$ cat src/rtl/go_back_n_sender_window_assert.svh
// -----------------------------------------------------------------------------
// Go-Back-N sender window - assertion macros
// Concurrent checks clocked on i_clk and disabled while i_rst_n is low.
// -----------------------------------------------------------------------------
`ifndef GO_BACK_N_SENDER_WINDOW_ASSERT_SVH
`define GO_BACK_N_SENDER_WINDOW_ASSERT_SVH

// consequent must hold in the same cycle as the antecedent
`define GBN_ASSERT_NOW(label, ante, cons, msg) \
    label: assert property (@(posedge i_clk) disable iff (!i_rst_n) (ante) |-> (cons)) \
        else $error(msg);

// consequent must hold in the cycle after the antecedent
`define GBN_ASSERT_NEXT(label, ante, cons, msg) \
    label: assert property (@(posedge i_clk) disable iff (!i_rst_n) (ante) |=> (cons)) \
        else $error(msg);

`endif

$ cat src/rtl/gbn_pkg.sv
// -----------------------------------------------------------------------------
// Go-Back-N sender window - shared package
// Transaction payload types, request and result codes, control structs.
// -----------------------------------------------------------------------------
package gbn_pkg;

    // request codes carried in req_type
    localparam logic [1:0] REQ_SEND  = 2'd0;
    localparam logic [1:0] REQ_ACK   = 2'd1;
    localparam logic [1:0] REQ_RESET = 2'd2;

    // result kinds
    localparam logic [1:0] KIND_NEW  = 2'd0;
    localparam logic [1:0] KIND_RETX = 2'd1;
    localparam logic [1:0] KIND_ACK  = 2'd2;

    // configuration register indexes
    localparam int CFG_IDX_W = 2;
    localparam logic [CFG_IDX_W-1:0] CFG_WINDOW_SIZE   = 2'd0;
    localparam logic [CFG_IDX_W-1:0] CFG_MESSAGE_COUNT = 2'd1;
    localparam logic [CFG_IDX_W-1:0] CFG_SEQ_OFFSET    = 2'd2;
    localparam logic [CFG_IDX_W-1:0] CFG_DUP_THRESHOLD = 2'd3;
    localparam int CFG_DATA_W = 32;

    // register reset values
    localparam logic [5:0] WINDOW_SIZE_RST   = 6'd8;
    localparam logic [3:0] DUP_THRESHOLD_RST = 4'd3;

    typedef struct packed {
        logic [1:0]  req_type;
        logic [31:0] ack_number;
        logic        ack_good;
    } t_in_item;

    typedef struct packed {
        logic [1:0]  out_kind;
        logic [15:0] packet_index;
        logic [31:0] wire_seq;
        logic [15:0] window_base;
        logic [15:0] window_next;
        logic        transfer_done;
        logic        last_of_run;
    } t_out_item;

    typedef enum logic [0:0] {
        S_IDLE,
        S_RUN
    } t_state;

    // controller to datapath
    typedef struct packed {
        logic exec;   // process the accepted input transaction
        logic emit;   // issue the next retransmission of the run
    } t_cmd;

    // datapath to controller
    typedef struct packed {
        logic out_free;  // output register can take a result this cycle
        logic run_req;   // presented item starts a retransmission run
        logic run_last;  // next retransmission is the final one
    } t_stat;

endpackage

$ cat src/rtl/go_back_n_sender_window.sv
// -----------------------------------------------------------------------------
// Go-Back-N sender window with fast retransmit - top level
// Timing: ack and admitted send results are registered; a replay first enters the run state.
// Throughput: one send or ack per cycle if the output is free; a replay holds input off.
// Reset: synchronous active-low i_rst_n restores register defaults and window state.
// -----------------------------------------------------------------------------
module go_back_n_sender_window #(
    parameter int WINDOW_MAX = 32,
    parameter int INDEX_BITS = 16
) (
    input  logic                           i_clk,
    input  logic                           i_rst_n,
    // input transactions
    input  logic                           i_in_valid,
    output logic                           o_in_ready,
    input  gbn_pkg::t_in_item              i_in_item,
    // result transactions
    output logic                           o_out_valid,
    input  logic                           i_out_ready,
    output gbn_pkg::t_out_item             o_out_item,
    // configuration writes
    input  logic                           i_cfg_we,
    input  logic [gbn_pkg::CFG_IDX_W-1:0]  i_cfg_index,
    input  logic [gbn_pkg::CFG_DATA_W-1:0] i_cfg_data
);

    gbn_pkg::t_cmd  cmd;
    gbn_pkg::t_stat stat;

    // sequencer
    gbn_ctrl u_ctrl (
        .i_clk      (i_clk),
        .i_rst_n    (i_rst_n),
        .i_in_valid (i_in_valid),
        .i_stat     (stat),
        .o_in_ready (o_in_ready),
        .o_cmd      (cmd)
    );

    // window state and result stage
    gbn_dpath #(
        .WINDOW_MAX (WINDOW_MAX),
        .INDEX_BITS (INDEX_BITS)
    ) u_dpath (
        .i_clk       (i_clk),
        .i_rst_n     (i_rst_n),
        .i_in_item   (i_in_item),
        .i_cfg_we    (i_cfg_we),
        .i_cfg_index (i_cfg_index),
        .i_cfg_data  (i_cfg_data),
        .i_out_ready (i_out_ready),
        .i_cmd       (cmd),
        .o_stat      (stat),
        .o_out_valid (o_out_valid),
        .o_out_item  (o_out_item)
    );

endmodule

$ cat src/rtl/gbn_ctrl.sv
// -----------------------------------------------------------------------------
// Go-Back-N sender window - controller
// Two-state sequencer: takes input transactions when idle and steps the
// datapath through a retransmission run one result per cycle while the output is free.
// -----------------------------------------------------------------------------
module gbn_ctrl (
    input  logic           i_clk,
    input  logic           i_rst_n,
    input  logic           i_in_valid,
    input  gbn_pkg::t_stat i_stat,
    output logic           o_in_ready,
    output gbn_pkg::t_cmd  o_cmd
);

    gbn_pkg::t_state r_state;
    gbn_pkg::t_state n_state;
    logic            accept;

    // state register
    always_ff @(posedge i_clk) begin
        if (!i_rst_n) begin
            r_state <= gbn_pkg::S_IDLE;
        end else begin
            r_state <= n_state;
        end
    end

    // next state and commands
    always_comb begin
        n_state    = r_state;
        o_in_ready = 1'b0;
        o_cmd      = '0;
        accept     = 1'b0;
        case (r_state)
            gbn_pkg::S_IDLE: begin
                o_in_ready = i_stat.out_free;
                accept     = i_in_valid && i_stat.out_free;
                o_cmd.exec = accept;
                if (accept && i_stat.run_req) begin
                    n_state = gbn_pkg::S_RUN;
                end
            end
            gbn_pkg::S_RUN: begin
                o_cmd.emit = i_stat.out_free;
                if (i_stat.out_free && i_stat.run_last) begin
                    n_state = gbn_pkg::S_IDLE;
                end
            end
            default: begin
                n_state = gbn_pkg::S_IDLE;
            end
        endcase
    end

    `include "go_back_n_sender_window_assert.svh"

    `GBN_ASSERT_NOW(a_run_blocks_input, r_state == gbn_pkg::S_RUN, !o_in_ready, "input taken during run")
    `GBN_ASSERT_NEXT(a_run_entered, accept && i_stat.run_req, r_state == gbn_pkg::S_RUN, "run not started")
    `GBN_ASSERT_NOW(a_cmd_exclusive, o_cmd.exec, !o_cmd.emit, "exec and emit together")

endmodule

$ cat src/rtl/gbn_dpath.sv
// -----------------------------------------------------------------------------
// Go-Back-N sender window - datapath
// Configuration and window state registers, ack and send evaluation,
// retransmission run counter and the registered result stage.
// -----------------------------------------------------------------------------
module gbn_dpath #(
    parameter int WINDOW_MAX = 32,
    parameter int INDEX_BITS = 16
) (
    input  logic                                i_clk,
    input  logic                                i_rst_n,
    input  gbn_pkg::t_in_item                   i_in_item,
    input  logic                                i_cfg_we,
    input  logic [gbn_pkg::CFG_IDX_W-1:0]       i_cfg_index,
    input  logic [gbn_pkg::CFG_DATA_W-1:0]      i_cfg_data,
    input  logic                                i_out_ready,
    input  gbn_pkg::t_cmd                       i_cmd,
    output gbn_pkg::t_stat                      o_stat,
    output logic                                o_out_valid,
    output gbn_pkg::t_out_item                  o_out_item
);

    localparam int CW = $clog2(WINDOW_MAX + 1);
    localparam logic [INDEX_BITS-1:0] IDX_MAX = {INDEX_BITS{1'b1}};
    localparam logic [6:0]  WIN_CAP = 7'(WINDOW_MAX);
    localparam logic [32:0] RUN_CAP = 33'(WINDOW_MAX);

    // configuration
    logic [5:0]            r_window_size,   n_window_size;
    logic [15:0]           r_message_count, n_message_count;
    logic [31:0]           r_seq_offset,    n_seq_offset;
    logic [3:0]            r_dup_threshold, n_dup_threshold;
    // window state
    logic [INDEX_BITS-1:0] r_base, n_base;
    logic [INDEX_BITS-1:0] r_next, n_next;
    logic                  r_pending, n_pending;
    logic                  r_done, n_done;
    logic [31:0]           r_prev_ack, n_prev_ack;
    logic [3:0]            r_dup_count, n_dup_count;
    // retransmission run
    logic [INDEX_BITS-1:0] r_ridx, n_ridx;
    logic [CW-1:0]         r_left, n_left;
    // result stage
    logic                  r_out_valid, n_out_valid;
    gbn_pkg::t_out_item    r_out_item, n_out_item;

    logic [6:0]            win;
    logic                  admit;
    logic [31:0]           rel;
    logic [32:0]           rel_inc;
    logic [INDEX_BITS-1:0] run_span;
    logic [CW-1:0]         run_cnt;
    logic [3:0]            dup_inc;
    logic                  load;
    logic [1:0]            res_kind;
    logic [INDEX_BITS-1:0] res_idx;
    logic                  res_last;
    logic                  ack_exec;

    // shared evaluation terms
    assign win      = (7'(r_window_size) > WIN_CAP) ? WIN_CAP : 7'(r_window_size);
    assign admit    = (33'(r_next) < 33'(r_base) + 33'(win))
                   && (33'(r_next) <= 33'(r_message_count) + 33'd1)
                   && (r_next != IDX_MAX);
    assign rel      = i_in_item.ack_number - r_seq_offset;
    assign rel_inc  = 33'(rel) + 33'd1;
    assign run_span = r_next - r_base;
    assign run_cnt  = (33'(run_span) > RUN_CAP) ? CW'(WINDOW_MAX) : CW'(run_span);
    assign dup_inc  = (r_dup_count == 4'hF) ? 4'hF : r_dup_count + 4'd1;
    assign ack_exec = i_cmd.exec && (i_in_item.req_type == gbn_pkg::REQ_ACK);

    // status to controller
    assign o_stat.out_free = !r_out_valid || i_out_ready;
    assign o_stat.run_req  = (i_in_item.req_type == gbn_pkg::REQ_SEND) && !r_done
                          && r_pending && (r_next > r_base);
    assign o_stat.run_last = (r_left == CW'(1));

    // next state
    always_comb begin
        n_window_size   = r_window_size;
        n_message_count = r_message_count;
        n_seq_offset    = r_seq_offset;
        n_dup_threshold = r_dup_threshold;
        n_base          = r_base;
        n_next          = r_next;
        n_pending       = r_pending;
        n_done          = r_done;
        n_prev_ack      = r_prev_ack;
        n_dup_count     = r_dup_count;
        n_ridx          = r_ridx;
        n_left          = r_left;
        load            = 1'b0;
        res_kind        = gbn_pkg::KIND_ACK;
        res_idx         = '0;
        res_last        = 1'b1;

        // configuration writes
        if (i_cfg_we) begin
            case (i_cfg_index)
                gbn_pkg::CFG_WINDOW_SIZE:   n_window_size   = i_cfg_data[5:0];
                gbn_pkg::CFG_MESSAGE_COUNT: n_message_count = i_cfg_data[15:0];
                gbn_pkg::CFG_SEQ_OFFSET:    n_seq_offset    = i_cfg_data;
                gbn_pkg::CFG_DUP_THRESHOLD: n_dup_threshold = i_cfg_data[3:0];
                default: ;
            endcase
        end

        // input transaction
        if (i_cmd.exec) begin
            case (i_in_item.req_type)
                gbn_pkg::REQ_SEND: begin
                    if (!r_done) begin
                        if (r_pending) begin
                            // arm the replay of base..next-1
                            n_pending = 1'b0;
                            n_ridx    = r_base;
                            n_left    = (r_next > r_base) ? run_cnt : '0;
                        end else if (admit) begin
                            n_next   = r_next + INDEX_BITS'(1);
                            load     = 1'b1;
                            res_kind = gbn_pkg::KIND_NEW;
                            res_idx  = r_next;
                        end
                    end
                end
                gbn_pkg::REQ_ACK: begin
                    load = 1'b1;
                    if (i_in_item.ack_good && !r_done) begin
                        // cumulative advance, saturated at the top index
                        if (rel >= 32'(r_base)) begin
                            n_base = (rel_inc > 33'(IDX_MAX)) ? IDX_MAX
                                                              : rel_inc[INDEX_BITS-1:0];
                        end
                        if (rel == 32'(r_message_count) + 32'd1) begin
                            n_done = 1'b1;
                        end else if (r_prev_ack != i_in_item.ack_number) begin
                            n_prev_ack  = i_in_item.ack_number;
                            n_dup_count = '0;
                        end else if (dup_inc >= r_dup_threshold) begin
                            n_pending   = 1'b1;
                            n_dup_count = '0;
                        end else begin
                            n_dup_count = dup_inc;
                        end
                    end
                end
                gbn_pkg::REQ_RESET: begin
                    n_base          = INDEX_BITS'(1);
                    n_next          = INDEX_BITS'(1);
                    n_pending       = 1'b0;
                    n_done          = 1'b0;
                    n_prev_ack      = '0;
                    n_dup_count     = '0;
                    n_message_count = '0;
                    n_seq_offset    = '0;
                end
                default: ;
            endcase
        end

        // retransmission step
        if (i_cmd.emit) begin
            load     = 1'b1;
            res_kind = gbn_pkg::KIND_RETX;
            res_idx  = r_ridx;
            res_last = (r_left == CW'(1));
            n_ridx   = r_ridx + INDEX_BITS'(1);
            n_left   = r_left - CW'(1);
        end
    end

    // result assembly; window fields show the state after the step
    always_comb begin
        n_out_item = r_out_item;
        if (load) begin
            n_out_item.out_kind      = res_kind;
            n_out_item.packet_index  = 16'(res_idx);
            n_out_item.wire_seq      = (res_kind == gbn_pkg::KIND_ACK) ? 32'd0
                                     : r_seq_offset + 32'(res_idx);
            n_out_item.window_base   = 16'(n_base);
            n_out_item.window_next   = 16'(n_next);
            n_out_item.transfer_done = n_done;
            n_out_item.last_of_run   = res_last;
        end
        n_out_valid = load ? 1'b1 : (i_out_ready ? 1'b0 : r_out_valid);
    end

    // control and configuration registers
    always_ff @(posedge i_clk) begin
        if (!i_rst_n) begin
            r_window_size   <= gbn_pkg::WINDOW_SIZE_RST;
            r_message_count <= '0;
            r_seq_offset    <= '0;
            r_dup_threshold <= gbn_pkg::DUP_THRESHOLD_RST;
            r_base          <= INDEX_BITS'(1);
            r_next          <= INDEX_BITS'(1);
            r_pending       <= 1'b0;
            r_done          <= 1'b0;
            r_prev_ack      <= '0;
            r_dup_count     <= '0;
            r_left          <= '0;
            r_out_valid     <= 1'b0;
        end else begin
            r_window_size   <= n_window_size;
            r_message_count <= n_message_count;
            r_seq_offset    <= n_seq_offset;
            r_dup_threshold <= n_dup_threshold;
            r_base          <= n_base;
            r_next          <= n_next;
            r_pending       <= n_pending;
            r_done          <= n_done;
            r_prev_ack      <= n_prev_ack;
            r_dup_count     <= n_dup_count;
            r_left          <= n_left;
            r_out_valid     <= n_out_valid;
        end
    end

    // payload registers
    always_ff @(posedge i_clk) begin
        r_ridx     <= n_ridx;
        r_out_item <= n_out_item;
    end

    assign o_out_valid = r_out_valid;
    assign o_out_item  = r_out_item;

    `include "go_back_n_sender_window_assert.svh"

    `GBN_ASSERT_NOW(a_emit_has_work, i_cmd.emit, r_left != '0, "emit with empty run")
    `GBN_ASSERT_NOW(a_run_in_window, r_left != '0, 33'(r_next) >= 33'(r_base) + 33'(r_left), "run overrun")
    `GBN_ASSERT_NOW(a_done_by_ack, $rose(r_done), $past(ack_exec), "done set without ack")

endmodule
$ cat config.mk
export PLATFORM = sky130hd
export DESIGN_NAME = go_back_n_sender_window
export DESIGN_NICKNAME = d
export VERILOG_FILES = /design/src/rtl/gbn_pkg.sv /design/src/rtl/go_back_n_sender_window.sv /design/src/rtl/gbn_ctrl.sv /design/src/rtl/gbn_dpath.sv
export VERILOG_INCLUDE_DIRS = /design/src /design/src/rtl
export SDC_FILE = /design/constraint.sdc
export NUM_CORES = 1
export LEC_CHECK = 0
export BUFFER_PORTS_ARGS = -buffer_cell sky130_fd_sc_hd__buf_2
export CORE_MARGIN = 2
export CORE_UTILIZATION = 35
export CTS_BUF_LIST = sky130_fd_sc_hd__clkbuf_8
export DETAILED_ROUTE_END_ITERATION = 8
export GPL_TIMING_DRIVEN = 0
export PLACE_DENSITY = 0.61
export SLEW_MARGIN = 20
export SYNTH_ARGS = -nofsm -noshare
export SYNTH_HDL_FRONTEND = slang
export SYNTH_HIERARCHICAL = 1
export SYNTH_SLANG_ARGS = --single-unit
$ cat constraint.sdc
create_clock -name i_clk -period 18.9 [get_ports i_clk]
set_input_delay 0.945 -clock i_clk [delete_from_list [all_inputs] [get_ports i_clk]]
set_output_delay 0.945 -clock i_clk [all_outputs]
set_load 0.005 [all_outputs]
After elaboration in Yosys (flattened, before gate mapping)
Cells that the tools add are included.
{ "word_totals": {"ff_bits": 236, "in_bits": 74, "output_inout_bits": 86} }
{ "op_classes": {"addsub": 11, "magnitude_cmp": 8, "n_eq_ne": 18, "muxes": 77, "bitwise": 1, "reduce_logical": 26} }
{ "ops": {"columns": ["operator", "count"], "rows": [
  ["$mux W16", 23],
  ["$mux W32", 7],
  ["$pmux W16 S2", 2],
  ["$pmux W32 S2", 1],
  ["$mux W6", 8],
  ["$add A16 B1 Y17 const B", 2],
  ["$add A32 B1 Y33 const B", 1],
  ["$gt A33 B16 Y1 const B", 1],
  ["$le A16 B33 Y1", 1],
  ["$lt A16 B33 Y1", 1],
  ["$add A16 B1 Y16 const B", 2],
  ["$add A32 B16 Y32", 1],
  ["$eq A32 B32 Y1", 1],
  ["$ge A32 B16 Y1", 1],
  ["$ne A32 B32 Y1", 1],
  ["$sub A32 B32 Y32", 1],
  ["$mux W1", 20],
  ["$mux W4", 5],
  ["$add A16 B7 Y17", 1],
  ["$gt A16 B16 Y1", 1],
  ["$gt A16 B6 Y1 const B", 1],
  ["$ne A16 B16 Y1 const B", 1],
  ["$sub A16 B16 Y16", 1],
  ["$ne A2 B2 Y1 const B", 7],
  ["other kinds (23)", 50]
]} }

Depth between registers and ports, before layout
{ "logic_depth": {"depth_word": 13, "depth_mapped": 38} }

Hierarchy
The synthesis kept the hierarchy.
{ "by_module_without_submodules": {"columns": ["mod", "instances", "cells_each", "area_per_inst_um2", "seq_area_each_um2"], "rows": [
  ["gbn_dpath", 1, 2056, 16955.0, 5705.5],
  ["gbn_ctrl", 1, 7, 60.1, 20.0]
]} }

Worst setup path before layout
OpenSTA, ideal clock, no wires.
{ "synth_timing": {"path_kind": "register to register", "from": "register u_dpath.r_window_size[5]", "to": "register u_dpath.r_out_item (netlist bit u_dpath/o_out_item[62]) (data pin)", "setup_time_ns": 0.266, "arrival_time_ns": 7.137, "slack_ns": 11.497, "path_stages_with_launch": 36, "n_path_buf": 2, "period_less_slack_ns": 7.403, "path_cell_list": "dfxtp_1 nor2b_1 ha_1 inv_1 fa_1 inv_1 a21oi_1 o21bai_1 a21o_1 a21o_1 and2_1 nand4_1 nor3_1 xnor2_1 ha_1 a2111oi_0 nand3_1 o221ai_1 and4_1 clkbuf_1 clkbuf_1 nand2_1 o21ai_0 ha_1 nor2b_1 o21ai_0 a21boi_0 o21ai_0 a21boi_0 o21ai_0 a21oi_1 o31a_1 o41ai_1 nor3_1 xnor2_1 nor2_1"} }
{ "synth_between": {"elab_chain_cells": 13, "word_cells_on_any_way": 20, "classes_between": "2 x add/sub; 2 x order compare; 1 x eq/ne; 13 x mux; 2 x reduce/logical"} }
{ "synth_lines": {"columns": ["element", "line_no", "rtl"], "rows": [
  ["start: declaration", "gbn_dpath.sv:29", "logic [5:0] r_window_size, n_window_size;"],
  ["start signal: assignment", "gbn_dpath.sv:191", "r_window_size <= gbn_pkg::WINDOW_SIZE_RST;"],
  ["start signal: assignment", "gbn_dpath.sv:204", "r_window_size <= n_window_size;"],
  ["$gt A6 B6 Y1", "gbn_dpath.sv:61", "assign win = (7'(r_window_size) > WIN_CAP) ? WIN_CAP : 7'(r_window_size);"],
  ["$mux W6 *", "gbn_dpath.sv:61", null],
  ["$add A16 B7 Y17 *", "gbn_dpath.sv:62", "assign admit = (33'(r_next) < 33'(r_base) + 33'(win))"],
  ["$lt A16 B33 Y1 *", "gbn_dpath.sv:62", null],
  ["$logic_and A1 B1 Y1 *", "gbn_dpath.sv:63", "&& (33'(r_next) <= 33'(r_message_count) + 33'd1)"],
  ["$logic_and A1 B1 Y1 *", "gbn_dpath.sv:64", "&& (r_next != IDX_MAX);"],
  ["$mux W16 *", "gbn_dpath.sv:118", "end else if (admit) begin"],
  ["$mux W16 *", "gbn_dpath.sv:113", "if (r_pending) begin"],
  ["$mux W16 *", "gbn_dpath.sv:112", "if (!r_done) begin"],
  ["$mux W16 *", "gbn_dpath.sv:110", "case (i_in_item.req_type)"],
  ["$mux W16 *", "gbn_dpath.sv:109", "if (i_cmd.exec) begin"],
  ["$mux W16 *", "gbn_dpath.sv:162", "if (i_cmd.emit) begin"],
  ["net u_dpath.res_idx[2]", "gbn_dpath.sv:56", "logic [INDEX_BITS-1:0] res_idx;"],
  ["$add A32 B16 Y32 *", "gbn_dpath.sv:179", ": r_seq_offset + 32'(res_idx);"],
  ["end signal: assignment", "gbn_dpath.sv:222", "r_out_item <= n_out_item;"],
  ["end: declaration", "gbn_dpath.sv:45", "gbn_pkg::t_out_item r_out_item, n_out_item;"]
]} }
Mark *: on every way through the listed nets, which the timed path passes. The rest lies on a longest branch.
A chain may end at the register's enable or synchronous reset.

Worst setup path in the final report
{ "layout_timing": {"from": "register u_dpath.r_base[0]", "to": "register u_dpath.r_out_item (netlist bit u_dpath/o_out_item[60]) (data pin)"} }
{ "layout_between": {"elab_chain_cells": 11, "word_cells_on_any_way": 18, "classes_between": "2 x add/sub; 1 x order compare; 1 x eq/ne; 12 x mux; 2 x reduce/logical"} }
{ "layout_lines": {"columns": ["element", "line_no", "rtl"], "rows": [
  ["start: declaration", "gbn_dpath.sv:34", "logic [INDEX_BITS-1:0] r_base, n_base;"],
  ["start signal: assignment", "gbn_dpath.sv:208", "r_base <= n_base;"],
  ["$add A16 B7 Y17", "gbn_dpath.sv:62", null],
  ["$lt A16 B33 Y1", "gbn_dpath.sv:62", null],
  ["$logic_and A1 B1 Y1", "gbn_dpath.sv:63", null],
  ["$logic_and A1 B1 Y1", "gbn_dpath.sv:64", null],
  ["$mux W16", "gbn_dpath.sv:118", null],
  ["$mux W16", "gbn_dpath.sv:113", null],
  ["$mux W16", "gbn_dpath.sv:112", null],
  ["$mux W16", "gbn_dpath.sv:110", null],
  ["$mux W16", "gbn_dpath.sv:109", null],
  ["$mux W16", "gbn_dpath.sv:162", null],
  ["net u_dpath.res_idx[2]", "gbn_dpath.sv:56", null],
  ["$add A32 B16 Y32", "gbn_dpath.sv:179", null]
]} }
The timed path passes the listed nets, and every way through them passes these cells.

==> summary.txt <==
Status
  – Outcome: finished, final reports clean

Cells and area
  – Fin util: 40.8%
  – Fill cells: between 4000 and 5000
  – NumNets Final: ~2500
  – Design area: approximately 20000 sq um
  – Layout cells sized above 1: 12.0%
  – Finished Layout Cells: about 2900
  – Syn-to-layout area delta: 14.8%

Timing
  – Setup_tns: 0 ns
  – RSZ-0062 raised after global routing: no
  – Skew final: ~0.013 ns
  – Final worst path period need: roughly 9 ns
  – FMAX: around 0.11 GHz
  – Final setup fails: 0
  – Fin crit share: between 40% and 50%
  – Slew headroom: 27.8%
  – Slew @ Worst Pin: ~1.1 ns
  – Fin. max-slew vios: 0
  – Final count of hold timing violations: 0

Setup path
  – Worst path buffer plus inverter count: 5
  – Crit path top cell by count: o21ai_0
  – Data required, critical path: around 19 ns
  – Slowest-stage cell, CP: dfxtp_1
  – Startpoint Class: flop
  – CP Capture Type: flop
  – Crit path DAT: between 9 and 10 ns
  – Worst path top cell family by delay: compound AO/OA/AOI/OAI gates
  – CP max stage delay: between 0.6 and 0.7 ns
  – Kind of critical path: flop to flop
  – CP max FO: 10

Clock tree
  – TritonCTS clock tree: done
  – Root Buffer: clkbuf_8
  – Setup Buffers After CTS: 0
  – Htree depth: 2
  – Number of CTS-inserted buffers: between 40 and 50
  – Clock latency on the worst-skew pair: around 0.6 ns
  – CTS max path bufs: 3
  – Post-CTS resize count: 0
  – CTS Hold Bufs: 0
  – Clk sinks: around 240
  – CTS clk-pin slew, worst paths: about 0.07 ns

Synthesis
  – Main combinational cell family by area after synthesis: simple AND/OR/NAND/NOR gates
  – Seq cells post-synth: 236
  – Post-synthesis adder-cell area fraction: between 10% and 20%
  – Syn Inst Count: 2063
  – Mux cell area share after synthesis: under 10%
  – Cell variety after synth: 84
  – Avg Cell Area, Syn: ~8.2 sq um
  – Share of flip-flops with an asynchronous set or reset: 0%
  – Compound-Gate Fraction of Synth Area: 19.4%
  – Post-Synth Simple-Gate Area: 23.4%
  – Synthesis Warnings: 6
  – Xor and xnor area share after synthesis: roughly 7.4%
  – Seq/Total Area, Yosys: 33.6%
  – Mapped Nets: 2274
  – Main synth FF type: dfxtp_1
  – Synth Cell Area: between 15000 and 20000 sq um
  – EDFF count, synth: 100

Power
  – Part of the power in registers: between 40% and 50%
  – VDD IR max: 0.0379 mV
  – Combinational Power Share: 21.8%
  – Net Switching: approximately 0.00043 W
  – Clock Power Share: between 30% and 40%
  – P_leak: between 7 and 8 nW
  – Pwr dens: between 60 and 70 nW/um^2
  – Internal power: just over 0.0009 W
  – Sw Share: a little under a third

Placement
  – Inst Count DP: about 2800
  – PortBufs: ~160
  – Post-DP Area: 18600 sq um
  – Dpl hpwl: approximately 47000 um
  – Final RePlAce weighted congestion: between 0.9 and 1

Global routing
  – First-pass GRT wire length: 90200 um
  – Antenna violations before repair: 1
  – Vias in the first global route: about 15000
  – GRT overflow: 0
  – Pin count of the biggest net entering global routing: 52
  – Gr usage total: about a quarter

Routing
  – Wire per inst: between 20 and 25 um
  – Drt first pass iters: 5
  – Routed vias: around 16000
  – DR DRC count: 0
  – Vias per Instance: ~5.6
  – Total wire length: ~60000 um
  – DR iter-0 viols: roughly 1300
  – Final ANT Viol Nets: 0

Floorplanning
  – Die area: just over 50000 sq um
  – IO Count: 160
  – Starting density of the core: 35.6%
  – Die Width: roughly 220 um
  – Core Area: 47800 sq um
  – Die H: 224 um
  – Number of core rows: 80

Flow run
  – Maxcap violations: 0

Min path
  – Min-Delay Path Class: flop to flop
[synth_stat cells (7+ instances only)]
master / number / area share [%]
inv_1: 114 / 2.5
a31oi_1: 23 / 0.85
o21ai_0: 89 / 2.6
and4_1: 9 / 0.46
nand2_1: 281 / 6.2
buf_2: 7 / 0.21
a21oi_1: 181 / 5.3
xnor2_1: 73 / 3.8
ha_1: 133 / 9.8
mux2i_1: 24 / 1.4
o211a_1: 7 / 0.41
o21bai_1: 8 / 0.35
xor2_1: 68 / 3.5
nand3_1: 53 / 1.6
nand4_1: 41 / 1.5
or4_1: 7 / 0.31
o22ai_1: 9 / 0.33
and3_1: 26 / 0.96
and2_1: 29 / 1.1
edfxtp_1: 100 / 18
o31a_1: 8 / 0.41
a21o_1: 26 / 1.1
buf_1: 10 / 0.22
or2_2: 13 / 0.48
o21a_1: 28 / 1.2
nor3_1: 54 / 1.6
a21boi_0: 8 / 0.35
or3_1: 21 / 0.77
o2111ai_1: 9 / 0.46
dfxtp_1: 136 / 16
nor2b_1: 25 / 0.92
clkbuf_1: 56 / 1.2
nor2_1: 173 / 3.8
o211ai_1: 20 / 0.88
nor4_1: 36 / 1.3
nand2b_1: 21 / 0.77
a22oi_1: 35 / 1.5
[through the flow]
| step | setup slack (ns) | hold slack [ns] | power, W |
|---|---|---|---|
| 2_1_floorplan | 11.50 | 0.433 | 0.000765 |
| 3_3_place_gp | 9.49 | 0.444 | 0.000861 |
| 3_5_place_dp | 10.24 | 0.446 | 0.000867 |
| 4_1_cts | 10.21 | 0.455 | 0.00137 |
| 5_1_grt | 9.33 | 0.482 | 0.00142 |
| 6_report | 10.04 | 0.455 | 0.00136 |
[worst register-to-register path, delay by kind of cell (launching register included)]
family / cells / cell delay (ns)
AO/OA/AOI/OAI: 15 / 3.65
XOR/XNOR: 2 / 0.33
adder cells (fa/ha/maj): 4 / 1.24
buffers and inverters: 5 / 1.26
flip-flops: 1 / 0.67
AND/OR/NAND/NOR: 9 / 1.43
[layout by cell type (no fill, tap or decap), types with 9 or more instances in the layout]
cell / Yosys / routed
a21o_1: 26 / 26
a21oi_1: 181 / 181
a22oi_1: 35 / 35
a31oi_1: 23 / 23
and2_1: 29 / 29
and3_1: 26 / 26
and4_1: 9 / 9
buf_1: 10 / 10
buf_2: 7 / 167
clkbuf_1: 56 / 55
clkbuf_8: 0 / 50
dfxtp_1: 136 / 136
edfxtp_1: 100 / 100
ha_1: 133 / 133
inv_1: 114 / 128
mux2i_1: 24 / 24
nand2_1: 281 / 280
nand2b_1: 21 / 21
nand3_1: 53 / 53
nand4_1: 41 / 41
nor2_1: 173 / 173
nor2b_1: 25 / 25
nor3_1: 54 / 54
nor4_1: 36 / 36
o2111ai_1: 9 / 9
o211ai_1: 20 / 20
o21a_1: 28 / 28
o21ai_0: 89 / 89
o22ai_1: 9 / 9
or2_2: 13 / 13
or3_1: 21 / 21
xnor2_1: 73 / 73
xor2_1: 68 / 68
[cells by family after synthesis]
kind of cell,after synthesis
and+or+nand+nor,818
DFF,236
AOI/OAI and AO/OA,512
xor gates and xnor gates,142
muxes,26
adders and majority gates,137
buffers and inverters,192
[power by group through the flow]
stage               Sequential [W]  Combinational, W  Clock (W)
global placement          0.000577          0.000284          0
CTS                       0.000565          0.000293   0.000511
detailed placement        0.000575          0.000291          0
finish                    0.000565          0.000296   0.000498
floorplan                 0.000572          0.000193          0
global route              0.000566          0.000325   0.000532
[worst paths after layout]
check	to	slack (ns)	startpoint	cells past startpoint
max	u_dpath/o_out_item[60]	10.04	u_dpath/r_base[0]	35
min	u_dpath/r_seq_offset[25]	0.45	u_dpath/r_seq_offset[25]	2
max reg2reg	u_dpath/o_out_item[60]	10.04	u_dpath/r_base[0]	35
min reg2reg	u_dpath/r_seq_offset[25]	0.45	u_dpath/r_seq_offset[25]	2
[flip-flops by register name (all words and copies together), names as in the netlist, 4 cells and up]
name and count:
u_dpath/o_out_item 84, u_dpath/r_base 16, u_dpath/r_dup_count 4, u_dpath/r_dup_threshold 4, u_dpath/r_left 6, u_dpath/r_message_count 16
u_dpath/r_next 16, u_dpath/r_prev_ack 32, u_dpath/r_ridx 16, u_dpath/r_seq_offset 32, u_dpath/r_window_size 6
[layout make-up]
type / instances / area (sq um) / share of cell area, %
Clock buffer: 50 / 688 / 3.52
Sequential cell: 236 / 5730 / 29.3
Antenna cell: 1 / 2.50 / 0.0128
Multi-Input combinational cell: 1635 / 10600 / 54.1
Timing Repair Buffer: 161 / 828 / 4.24
Clock inverter: 27 / 188 / 0.961
Buffer: 78 / 330 / 1.69
Tap cell: 615 / 769 / 3.94
Inverter: 114 / 428 / 2.19
[metal layers]
metal,vias up,wire length [um],GRT usage [%]
li1,7875,-,-
met4,2,2030,8.29
met2,519,28200,39.4
met5,-,13,0
met1,7868,25800,30.1
met3,103,3690,3.54
No activity file was read; power rests on OpenSTA's default activity.
